### config.mk
export PLATFORM = sky130hd
export DESIGN_NAME = rtt_congestion_trend_monitor
export DESIGN_NICKNAME = d
export VERILOG_FILES = /design/src/rtl/rctm_pkg.sv /design/src/rtl/rctm_ctrl.sv /design/src/rtl/rctm_datapath.sv /design/src/rtl/rtt_congestion_trend_monitor.sv
export SDC_FILE = /design/constraint.sdc
export NUM_CORES = 2
export LEC_CHECK = 0
export BUFFER_PORTS_ARGS = -buffer_cell sky130_fd_sc_hd__buf_2
export CAP_MARGIN = 20
export CELL_PAD_IN_SITES_DETAIL_PLACEMENT = 1
export CELL_PAD_IN_SITES_GLOBAL_PLACEMENT = 2
export CORE_AREA = 2 2 393 395
export CTS_BUF_LIST = sky130_fd_sc_hd__clkbuf_16
export DETAILED_ROUTE_END_ITERATION = 7
export DIE_AREA = 0 0 395 397
export GPL_ROUTABILITY_DRIVEN = 1
export HOLD_SLACK_MARGIN = 0.1
export PLACE_DENSITY = 0.82
export RECOVER_POWER = 100
export SLEW_MARGIN = 20
export SYNTH_ARGS = -nofsm -noshare
export SYNTH_HDL_FRONTEND = slang
export SYNTH_HIERARCHICAL = 1
export SYNTH_SLANG_ARGS = --single-unit
### constraint.sdc
create_clock -name clk -period 20.8 [get_ports clk]
set_input_delay 0 -clock clk [delete_from_list [all_inputs] [get_ports clk]]
set_output_delay 0 -clock clk [all_outputs]
set_load 0.01 [all_outputs]
### src/rtl/rctm_pkg.sv
// Shared constants, codes and controller/datapath interface types of the RTT trend monitor.
package rctm_pkg;

	localparam int RING_DEPTH = 16;
	localparam int PTR_W = $clog2(RING_DEPTH);
	localparam int CNT_W = $clog2(RING_DEPTH + 1);

	localparam int SAMPLE_W = 16;
	localparam int AVG_W = 32;
	localparam int RUN_W = 5;
	localparam int TREND_W = 2;
	localparam int RATIO_W = 10;
	localparam int OUT_W = 8;
	localparam int CFG_IDX_W = 2;
	localparam int CFG_DATA_W = 10;

	localparam int TREND_MIN_SAMPLES = 10;

	// avg += (x - avg) / D by reciprocal multiply and one correction step
	localparam int SHORT_SHIFT = 37;
	localparam int LONG_SHIFT = 40;
	localparam logic [31:0] SHORT_DIV = 32'd60;
	localparam logic [31:0] LONG_DIV = 32'd300;
	localparam logic [31:0] SHORT_RECIP = 32'((64'd1 << SHORT_SHIFT) / 64'(SHORT_DIV));
	localparam logic [31:0] LONG_RECIP = 32'((64'd1 << LONG_SHIFT) / 64'(LONG_DIV));

	// floor(x / 10) for 16-bit x: (x * 52429) >> 19, exact over the full range
	localparam logic [31:0] TENTH_MUL = 32'd52429;
	localparam int TENTH_SHIFT = 19;

	localparam logic [TREND_W-1:0] TREND_STABLE = 2'd0;
	localparam logic [TREND_W-1:0] TREND_IMPROVING = 2'd1;
	localparam logic [TREND_W-1:0] TREND_DEGRADING = 2'd2;

	localparam logic [CFG_IDX_W-1:0] CFG_TRIGGER = 2'd0;
	localparam logic [CFG_IDX_W-1:0] CFG_IMPROVE = 2'd1;
	localparam logic [CFG_IDX_W-1:0] CFG_DEGRADE = 2'd2;

	localparam logic [4:0] TRIGGER_RESET = 5'd3;
	localparam logic [RATIO_W-1:0] IMPROVE_RESET = 10'd230;
	localparam logic [RATIO_W-1:0] DEGRADE_RESET = 10'd282;

	localparam logic [1:0] MUL_SHORT = 2'd0;
	localparam logic [1:0] MUL_LONG = 2'd1;
	localparam logic [1:0] MUL_IMP = 2'd2;
	localparam logic [1:0] MUL_DEG = 2'd3;

	typedef struct packed {
		logic accept;
		logic shift;
		logic walk_step;
		logic mul_en;
		logic [1:0] mul_sel;
		logic fix_short;
		logic fix_long;
		logic cap_imp;
		logic cap_trend;
		logic load_out;
	} cmd_t;

	typedef struct packed {
		logic walk_done;
		logic out_free;
	} status_t;

endpackage

### src/rtl/rctm_ctrl.sv
// Sequencing state machine of the RTT trend monitor.
module rctm_ctrl import rctm_pkg::*; (
	input  logic    clk,
	input  logic    arst_n,
	input  logic    s_axis_tvalid,
	output logic    s_axis_tready,
	input  status_t status,
	output cmd_t    cmd
);

	localparam logic [3:0] ST_IDLE   = 4'd0;
	localparam logic [3:0] ST_PRIME0 = 4'd1;
	localparam logic [3:0] ST_PRIME1 = 4'd2;
	localparam logic [3:0] ST_WALK   = 4'd3;
	localparam logic [3:0] ST_S_MUL  = 4'd4;
	localparam logic [3:0] ST_S_FIX  = 4'd5;
	localparam logic [3:0] ST_L_MUL  = 4'd6;
	localparam logic [3:0] ST_L_FIX  = 4'd7;
	localparam logic [3:0] ST_R_IMP  = 4'd8;
	localparam logic [3:0] ST_R_DEG  = 4'd9;
	localparam logic [3:0] ST_R_CMP  = 4'd10;
	localparam logic [3:0] ST_FINISH = 4'd11;

	logic [3:0] state_q;
	logic [3:0] state_d;

	assign s_axis_tready = (state_q == ST_IDLE);

	always_comb begin
		cmd = '0;
		state_d = state_q;
		unique case (state_q)
			ST_IDLE: begin
				if (s_axis_tvalid) begin
					cmd.accept = 1'b1;
					state_d = ST_PRIME0;
				end
			end
			ST_PRIME0: begin
				cmd.shift = 1'b1;
				state_d = ST_PRIME1;
			end
			ST_PRIME1: begin
				cmd.shift = 1'b1;
				state_d = ST_WALK;
			end
			ST_WALK: begin
				cmd.walk_step = 1'b1;
				if (status.walk_done) begin
					state_d = ST_S_MUL;
				end
			end
			ST_S_MUL: begin
				cmd.mul_en = 1'b1;
				cmd.mul_sel = MUL_SHORT;
				state_d = ST_S_FIX;
			end
			ST_S_FIX: begin
				cmd.fix_short = 1'b1;
				state_d = ST_L_MUL;
			end
			ST_L_MUL: begin
				cmd.mul_en = 1'b1;
				cmd.mul_sel = MUL_LONG;
				state_d = ST_L_FIX;
			end
			ST_L_FIX: begin
				cmd.fix_long = 1'b1;
				state_d = ST_R_IMP;
			end
			ST_R_IMP: begin
				cmd.mul_en = 1'b1;
				cmd.mul_sel = MUL_IMP;
				state_d = ST_R_DEG;
			end
			ST_R_DEG: begin
				cmd.mul_en = 1'b1;
				cmd.mul_sel = MUL_DEG;
				cmd.cap_imp = 1'b1;
				state_d = ST_R_CMP;
			end
			ST_R_CMP: begin
				cmd.cap_trend = 1'b1;
				state_d = ST_FINISH;
			end
			ST_FINISH: begin
				if (status.out_free) begin
					cmd.load_out = 1'b1;
					state_d = ST_IDLE;
				end
			end
			default: begin
				state_d = ST_IDLE;
			end
		endcase
	end

	always_ff @(posedge clk or negedge arst_n) begin
		if (!arst_n) begin
			state_q <= ST_IDLE;
		end else begin
			state_q <= state_d;
		end
	end

endmodule

### src/rtl/rctm_datapath.sv
// Sample ring, averages, rising-run walk, ratio compare, config and output register.
module rctm_datapath import rctm_pkg::*; (
	input  logic                  clk,
	input  logic                  arst_n,
	input  cmd_t                  cmd,
	output status_t               status,
	input  logic [SAMPLE_W-1:0]   s_axis_tdata,
	input  logic                  cfg_valid,
	input  logic [CFG_IDX_W-1:0]  cfg_index,
	input  logic [CFG_DATA_W-1:0] cfg_data,
	output logic                  m_axis_tvalid,
	input  logic                  m_axis_tready,
	output logic [OUT_W-1:0]      m_axis_tdata
);

	logic [4:0]          trigger_q;
	logic [RATIO_W-1:0]  improve_q;
	logic [RATIO_W-1:0]  degrade_q;

	logic [SAMPLE_W-1:0] ring [RING_DEPTH];
	logic [SAMPLE_W-1:0] rd_data_q;
	logic [SAMPLE_W-1:0] newer_q;
	logic [PTR_W-1:0]    wp_q;
	logic [PTR_W-1:0]    rd_ptr_q;
	logic [CNT_W-1:0]    fill_q;
	logic [CNT_W-1:0]    fill_next;
	logic [CNT_W-1:0]    pairs_left_q;
	logic [RUN_W-1:0]    run_q;
	logic [4:0]          limit_q;
	logic [SAMPLE_W-1:0] x_q;

	logic [AVG_W-1:0]    short_q;
	logic [AVG_W-1:0]    long_q;
	logic                seeded_q;
	logic [AVG_W-1:0]    mag_q;
	logic                neg_q;
	logic [63:0]         prod_q;
	logic                imp_q;
	logic [TREND_W-1:0]  trend_q;

	logic                out_valid_q;
	logic [OUT_W-1:0]    out_data_q;

	// rising pair test on newer_q / rd_data_q (older)
	logic [31:0]         tenth_prod;
	logic [16:0]         threshold;
	logic                rising;
	logic                can_step;
	logic                hit_limit;

	always_comb begin
		tenth_prod = {16'b0, rd_data_q} * TENTH_MUL;
		threshold = {1'b0, rd_data_q} + 17'(tenth_prod >> TENTH_SHIFT);
		rising = (rd_data_q != '0) && ({1'b0, newer_q} > threshold);
		can_step = (pairs_left_q != '0) && rising;
		hit_limit = ({1'b0, run_q} + 6'd1) >= {1'b0, limit_q};
	end

	assign status.walk_done = (pairs_left_q == '0) || !rising || hit_limit;
	assign status.out_free = !out_valid_q || m_axis_tready;

	assign fill_next = (fill_q == CNT_W'(RING_DEPTH)) ? fill_q : fill_q + 1'b1;

	// average step and ratio products
	logic [AVG_W-1:0]    avg_mul;
	logic [AVG_W:0]      diff;
	logic                diff_neg;
	logic [AVG_W-1:0]    diff_mag;
	logic [31:0]         mul_a;
	logic [31:0]         mul_b;
	logic [63:0]         prod_w;

	always_comb begin
		avg_mul = (cmd.mul_sel == MUL_SHORT) ? short_q : long_q;
		diff = {1'b0, x_q, 16'b0} - {1'b0, avg_mul};
		diff_neg = diff[AVG_W];
		diff_mag = diff_neg ? AVG_W'(-diff) : diff[AVG_W-1:0];
		unique case (cmd.mul_sel)
			MUL_SHORT: begin
				mul_a = diff_mag;
				mul_b = SHORT_RECIP;
			end
			MUL_LONG: begin
				mul_a = diff_mag;
				mul_b = LONG_RECIP;
			end
			MUL_IMP: begin
				mul_a = long_q;
				mul_b = 32'(improve_q);
			end
			MUL_DEG: begin
				mul_a = long_q;
				mul_b = 32'(degrade_q);
			end
			default: begin
				mul_a = long_q;
				mul_b = '0;
			end
		endcase
		prod_w = {32'b0, mul_a} * {32'b0, mul_b};
	end

	logic [31:0]         quo_est;
	logic [31:0]         quo_back;
	logic [31:0]         quo_rem;
	logic [31:0]         quo_div;
	logic [31:0]         quo;
	logic [AVG_W-1:0]    avg_fix;
	logic [AVG_W-1:0]    avg_new;

	always_comb begin
		if (cmd.fix_long) begin
			quo_est = 32'(prod_q >> LONG_SHIFT);
			quo_back = quo_est * LONG_DIV;
			quo_div = LONG_DIV;
			avg_fix = long_q;
		end else begin
			quo_est = 32'(prod_q >> SHORT_SHIFT);
			quo_back = quo_est * SHORT_DIV;
			quo_div = SHORT_DIV;
			avg_fix = short_q;
		end
		quo_rem = mag_q - quo_back;
		quo = (quo_rem >= quo_div) ? quo_est + 32'd1 : quo_est;
		avg_new = neg_q ? avg_fix - quo : avg_fix + quo;
	end

	// ratio compare
	logic [63:0]         lhs;
	logic                trend_en;
	logic                congestion;

	always_comb begin
		lhs = {24'b0, short_q, 8'b0};
		trend_en = seeded_q && (32'(fill_q) >= 32'(TREND_MIN_SAMPLES)) && (long_q != '0);
		congestion = (run_q >= limit_q) && (32'(fill_q) >= 32'(limit_q));
	end

	// ring storage
	always_ff @(posedge clk) begin
		if (cmd.accept) begin
			ring[wp_q] <= s_axis_tdata;
		end
		rd_data_q <= ring[rd_ptr_q];
	end

	always_ff @(posedge clk) begin
		if (cmd.accept) begin
			x_q <= s_axis_tdata;
		end
		if (cmd.shift || (cmd.walk_step && can_step)) begin
			newer_q <= rd_data_q;
		end
		if (cmd.mul_en) begin
			prod_q <= prod_w;
			mag_q <= diff_mag;
			neg_q <= diff_neg;
		end
		if (cmd.cap_imp) begin
			imp_q <= lhs < prod_q;
		end
		if (cmd.cap_trend) begin
			priority if (!trend_en) begin
				trend_q <= TREND_STABLE;
			end else if (imp_q) begin
				trend_q <= TREND_IMPROVING;
			end else if (lhs > prod_q) begin
				trend_q <= TREND_DEGRADING;
			end else begin
				trend_q <= TREND_STABLE;
			end
		end
		if (cmd.load_out) begin
			out_data_q <= {run_q, trend_q, congestion};
		end
	end

	always_ff @(posedge clk or negedge arst_n) begin
		if (!arst_n) begin
			trigger_q <= TRIGGER_RESET;
			improve_q <= IMPROVE_RESET;
			degrade_q <= DEGRADE_RESET;
			wp_q <= '0;
			rd_ptr_q <= '0;
			fill_q <= '0;
			pairs_left_q <= '0;
			run_q <= '0;
			limit_q <= TRIGGER_RESET;
			short_q <= '0;
			long_q <= '0;
			seeded_q <= 1'b0;
			out_valid_q <= 1'b0;
		end else begin
			if (cfg_valid) begin
				unique case (cfg_index)
					CFG_TRIGGER: trigger_q <= cfg_data[4:0];
					CFG_IMPROVE: improve_q <= cfg_data;
					CFG_DEGRADE: degrade_q <= cfg_data;
					default: begin
					end
				endcase
			end
			if (cmd.accept) begin
				wp_q <= (wp_q == PTR_W'(RING_DEPTH - 1)) ? '0 : wp_q + 1'b1;
				rd_ptr_q <= wp_q;
				fill_q <= fill_next;
				pairs_left_q <= fill_next - 1'b1;
				run_q <= '0;
				limit_q <= (trigger_q == '0) ? 5'd1 : trigger_q;
				if (!seeded_q) begin
					short_q <= {s_axis_tdata, 16'b0};
					long_q <= {s_axis_tdata, 16'b0};
					seeded_q <= 1'b1;
				end
			end
			if (cmd.shift || (cmd.walk_step && can_step)) begin
				rd_ptr_q <= (rd_ptr_q == '0) ? PTR_W'(RING_DEPTH - 1) : rd_ptr_q - 1'b1;
			end
			if (cmd.walk_step && can_step) begin
				run_q <= run_q + 1'b1;
				pairs_left_q <= pairs_left_q - 1'b1;
			end
			if (cmd.fix_short) begin
				short_q <= avg_new;
			end
			if (cmd.fix_long) begin
				long_q <= avg_new;
			end
			if (cmd.load_out) begin
				out_valid_q <= 1'b1;
			end else if (m_axis_tready) begin
				out_valid_q <= 1'b0;
			end
		end
	end

	assign m_axis_tvalid = out_valid_q;
	assign m_axis_tdata = out_data_q;

	a_run_le_limit: assert property (@(posedge clk) disable iff (!arst_n)
		run_q <= limit_q)
		else $error("rising run passed the trigger limit");

	a_pairs_below_fill: assert property (@(posedge clk) disable iff (!arst_n)
		(pairs_left_q < fill_q) || (fill_q == '0))
		else $error("walk would reach unwritten ring entries");

	a_no_overwrite: assert property (@(posedge clk) disable iff (!arst_n)
		cmd.load_out |-> (!out_valid_q || m_axis_tready))
		else $error("pending result overwritten");

	a_congestion_run: assert property (@(posedge clk) disable iff (!arst_n)
		cmd.load_out && congestion |=> (m_axis_tdata[OUT_W-1:3] != '0))
		else $error("congestion flagged with empty run");

endmodule

### src/rtl/rtt_congestion_trend_monitor.sv
// Top level of the RTT congestion and trend monitor: controller plus datapath.
//
// Each 16-bit RTT sample beat on s_axis yields one result beat on m_axis, and no new sample
// is taken until the item is done. An item walks backward over the sample ring, one step
// per rising pair counted, plus a stop step unless the run ends by reaching the trigger
// count; the two moving averages and the two ratio products then share one 32x32
// multiplier. A result waits in the output register while the next sample is taken;
// only a second result stalls behind it. Registers are written on the cfg port, which the
// user is to do only while the block is idle; the block itself does not enforce it:
// 0 trigger count, 1 improve ratio, 2 degrade ratio (2.8 fixed point).
module rtt_congestion_trend_monitor import rctm_pkg::*; (
	input  logic                  clk,
	input  logic                  arst_n,
	input  logic                  s_axis_tvalid,
	output logic                  s_axis_tready,
	input  logic [SAMPLE_W-1:0]   s_axis_tdata,   // [15:0] rtt_sample
	output logic                  m_axis_tvalid,
	input  logic                  m_axis_tready,
	output logic [OUT_W-1:0]      m_axis_tdata,   // [0] congestion, [2:1] trend, [7:3] rising_run
	input  logic                  cfg_valid,
	output logic                  cfg_ready,
	input  logic [CFG_IDX_W-1:0]  cfg_index,
	input  logic [CFG_DATA_W-1:0] cfg_data
);

	cmd_t    cmd;
	status_t status;

	assign cfg_ready = 1'b1;

	rctm_ctrl u_ctrl (
		.clk           (clk),
		.arst_n        (arst_n),
		.s_axis_tvalid (s_axis_tvalid),
		.s_axis_tready (s_axis_tready),
		.status        (status),
		.cmd           (cmd)
	);

	rctm_datapath u_datapath (
		.clk           (clk),
		.arst_n        (arst_n),
		.cmd           (cmd),
		.status        (status),
		.s_axis_tdata  (s_axis_tdata),
		.cfg_valid     (cfg_valid),
		.cfg_index     (cfg_index),
		.cfg_data      (cfg_data),
		.m_axis_tvalid (m_axis_tvalid),
		.m_axis_tready (m_axis_tready),
		.m_axis_tdata  (m_axis_tdata)
	);

endmodule

==> flow_metrics.env <==
export IMPL_status="complete, but fails checks"
export IMPL_vias=48900
export IMPL_crit_arrival_ns=18.54
export IMPL_area_delta_synth_final_pct=7.58
export IMPL_wl_met3_um=12600
export IMPL_worst_slew_pin_slew_ns=4.47
export IMPL_cts_resized=0
export IMPL_grt_overflow=0
export IMPL_synth_edf_count=394
export IMPL_cts_root_buf="clkbuf_16"
export IMPL_min_period_ns=18.13
export IMPL_synth_seq_cells=533
export IMPL_dr_wl_met2_um=106000
export IMPL_max_cap_violations=23
export IMPL_grt_max_degree=140
export IMPL_final_hold_viol_count=0
export IMPL_avgSynthCellArea_um2=10.2
export IMPL_synth_top_area_share_pct=24.5
export IMPL_synthesis_area_um2=66800
export IMPL_dieArea_um2=157000
export IMPL_end_kind="flop"
export IMPL_cpPeakStageDelay_ns=0.99
export IMPL_start_kind="flop"
export IMPL_fin_worst_skew_ns=0.0370
export IMPL_met1Wirelength_um=97600
export IMPL_placementRows=144
export IMPL_hp_class="input port to flop"
export IMPL_ios=44
export IMPL_synth_top_cells_by_count="inv_1, ha_1, fa_1, edfxtp_1, nand2_1"
export IMPL_antenna_found_initial=7
export IMPL_cts_tree="done"
export IMPL_period_share_pct=87.2
export IMPL_cts_htree_levels=3
export IMPL_crit_slowest_cell="a21o_1"
export IMPL_cts_buffer_depth=3
export IMPL_slew_violations=627
export IMPL_ys_seq_area_share_pct=22.8
export IMPL_yosys_warnings=6
export IMPL_synth_area_leaders="fa_1, edfxtp_1, ha_1, inv_1, dfrtp_1"
export IMPL_ys_flop_type="edfxtp_1"
export IMPL_crit_required_ns=21.22
export IMPL_clk_pin_slew_worst_paths_ns=0.06
export IMPL_drc=0
export IMPL_reg2reg_depth=53
export IMPL_fillCellCount=16900
export IMPL_gp_congestion=0.923
export IMPL_rsz0062_at_grt="false"
export IMPL_crit_top_cell="fa_1"
export IMPL_cts_sinks=533
export IMPL_synthDistinctLibCells=108
export IMPL_drt_wl_total_um=224000
export IMPL_ant_nets=0
export IMPL_r2r_setup_slack_ns=2.67
export IMPL_grt_first_pass_wirelength_um=338000
export IMPL_violations="max-capacitance violations, max-slew violations"
export IMPL_final_net_count=8340
export IMPL_dpl_hpwl_um=179000
export IMPL_synthArstFlopShare_pct=23.1
export IMPL_tns_ns=0
export IMPL_port_buffers=42
export IMPL_syn_inst=6575
export IMPL_clk_latency_ns=0.68
export IMPL_setup_viol=0
export IMPL_firstDrtPassIters=5
export IMPL_core_area_um2=153000
export IMPL_critPathKind="flop to flop"
export IMPL_dieHeight_um=397
export IMPL_fmax_ghz=0.0552
export IMPL_drt_vias_per_instance=5.60
export IMPL_min_delay_path_depth=3
export IMPL_yosysMostFrequentCell="inv_1"
export IMPL_cp_max_fo=139
export IMPL_numCtsBuffers=67
export IMPL_drive_gt1_share_pct=5.95
export IMPL_grt_total_usage_pct=28.8
export IMPL_multi_input_area_um2=45400
export IMPL_initial_core_util_pct=43.6
export IMPL_max_slew_margin_rel_pct=-198
export IMPL_die_x_um=395
export IMPL_seqCellArea_um2=15300
export IMPL_top_layer="met5"
export IMPL_syn_num_nets=8295
export IMPL_wl_per_cell_um=25.6
export IMPL_grt_pass1_vias=53100
export IMPL_yosys_area_top_type="fa_1"
export IMPL_drtIter0Drc=3332
==> routing by layer <==
metal | vias up | track usage (%)
met5 | - | 0
met4 | 6 | 8.91
met1 | 25400 | 38.9
li1 | 21800 | -
met3 | 324 | 4.21
met2 | 1327 | 47.7
==> cells by family after synthesis <==
group	share of synthesized area, %
buffers and inverters	9.13
adders and majority gates	40.8
other	0.00562
DFF	22.8
AOI/OAI and AO/OA	8.85
muxes	4.91
xor gates and xnor gates	3.75
and+or+nand+nor	9.72
==> path summary, 6_finish.rpt <==
check / start / to
max in group asynchronous: arst_n / u_datapath/rd_ptr_q[0]
min in group asynchronous: arst_n / u_datapath/limit_q[0]
setup / recovery: u_ctrl/state_q[3] / u_datapath/prod_q[62]
hold / removal: cfg_data[6] / u_datapath/improve_q[6]
hold reg to reg: u_datapath/degrade_q[5] / u_datapath/degrade_q[5]
setup reg to reg: u_ctrl/state_q[3] / u_datapath/prod_q[62]
==> metrics by stage <==
step	setup WS (ns)	instance area, um2	hold slack [ns]	std cells	utilization [%]
5_1_grt	1.57	71800	0.134	8719	46.9
3_3_place_gp	4.20	69500	0.102	8559	45.4
3_5_place_dp	3.94	69500	0.102	8559	45.4
6_report	2.67	71800	0.151	8720	46.9
4_1_cts	3.87	72000	0.103	8719	47.1
2_1_floorplan	6.33	66800	-0.296	6575	-
==> timing repair <==
item                                   CTS  global route
endpoints found under the hold margin  397             0
hold buffers                            36             0
setup buffers                            0             0
==> registers in the layout, indices dropped and copies added, names as in the netlist, 16 cells and up <==
name                  count
u_datapath/rd_data_q     16
u_datapath/long_q        32
u_datapath/ring         256
u_datapath/newer_q       16
u_datapath/prod_q        64
u_datapath/short_q       32
u_datapath/mag_q         30
u_datapath/x_q           16
==> worst max-delay path: cells and delay by family, from the launching register on <==
family / cells / cell delay (ns)
xor+xnor: 2 / 0.78
compound gates: 18 / 5.30
fa+ha+maj: 10 / 4.57
buf+inv: 10 / 2.76
mux: 1 / 0.47
flops: 1 / 0.56
simple gates: 12 / 3.34
==> layout by cell type (no fill, tap or decap), types with 38 or more instances in the layout <==
cell type	instances
clkbuf_1	42
dfrtp_1	108
nand4_1	44
o21a_1	44
nand2b_1	52
nand2_1	385
clkbuf_16	68
fa_1	816
ha_1	871
xor2_1	86
inv_1	1440
buf_4	63
and2_1	44
a211oi_1	45
a21o_1	117
nor3_1	76
mux2i_1	69
a21oi_1	282
xnor2_1	189
nor2_1	305
nor4_1	38
mux4_2	80
mux2_2	66
edfxtp_1	394
nor2b_1	60
nand3_1	129
and3_1	46
o21ai_0	198
==> layout make-up <==
cell class / instances / area share (%)
multi-input cells: 4438 / 63.3
flip-flops and latches: 533 / 21.2
inverters: 1425 / 7.45
well taps: 2044 / 3.56
clock buffers: 68 / 2.37
repair buffers: 155 / 1.49
clock inverters: 56 / 0.622
diodes: 1 / 0.00348
Power is left out: the tool's default activity adds up to more than one toggle a clock period on the data nets, which glitch-free logic cannot reach.
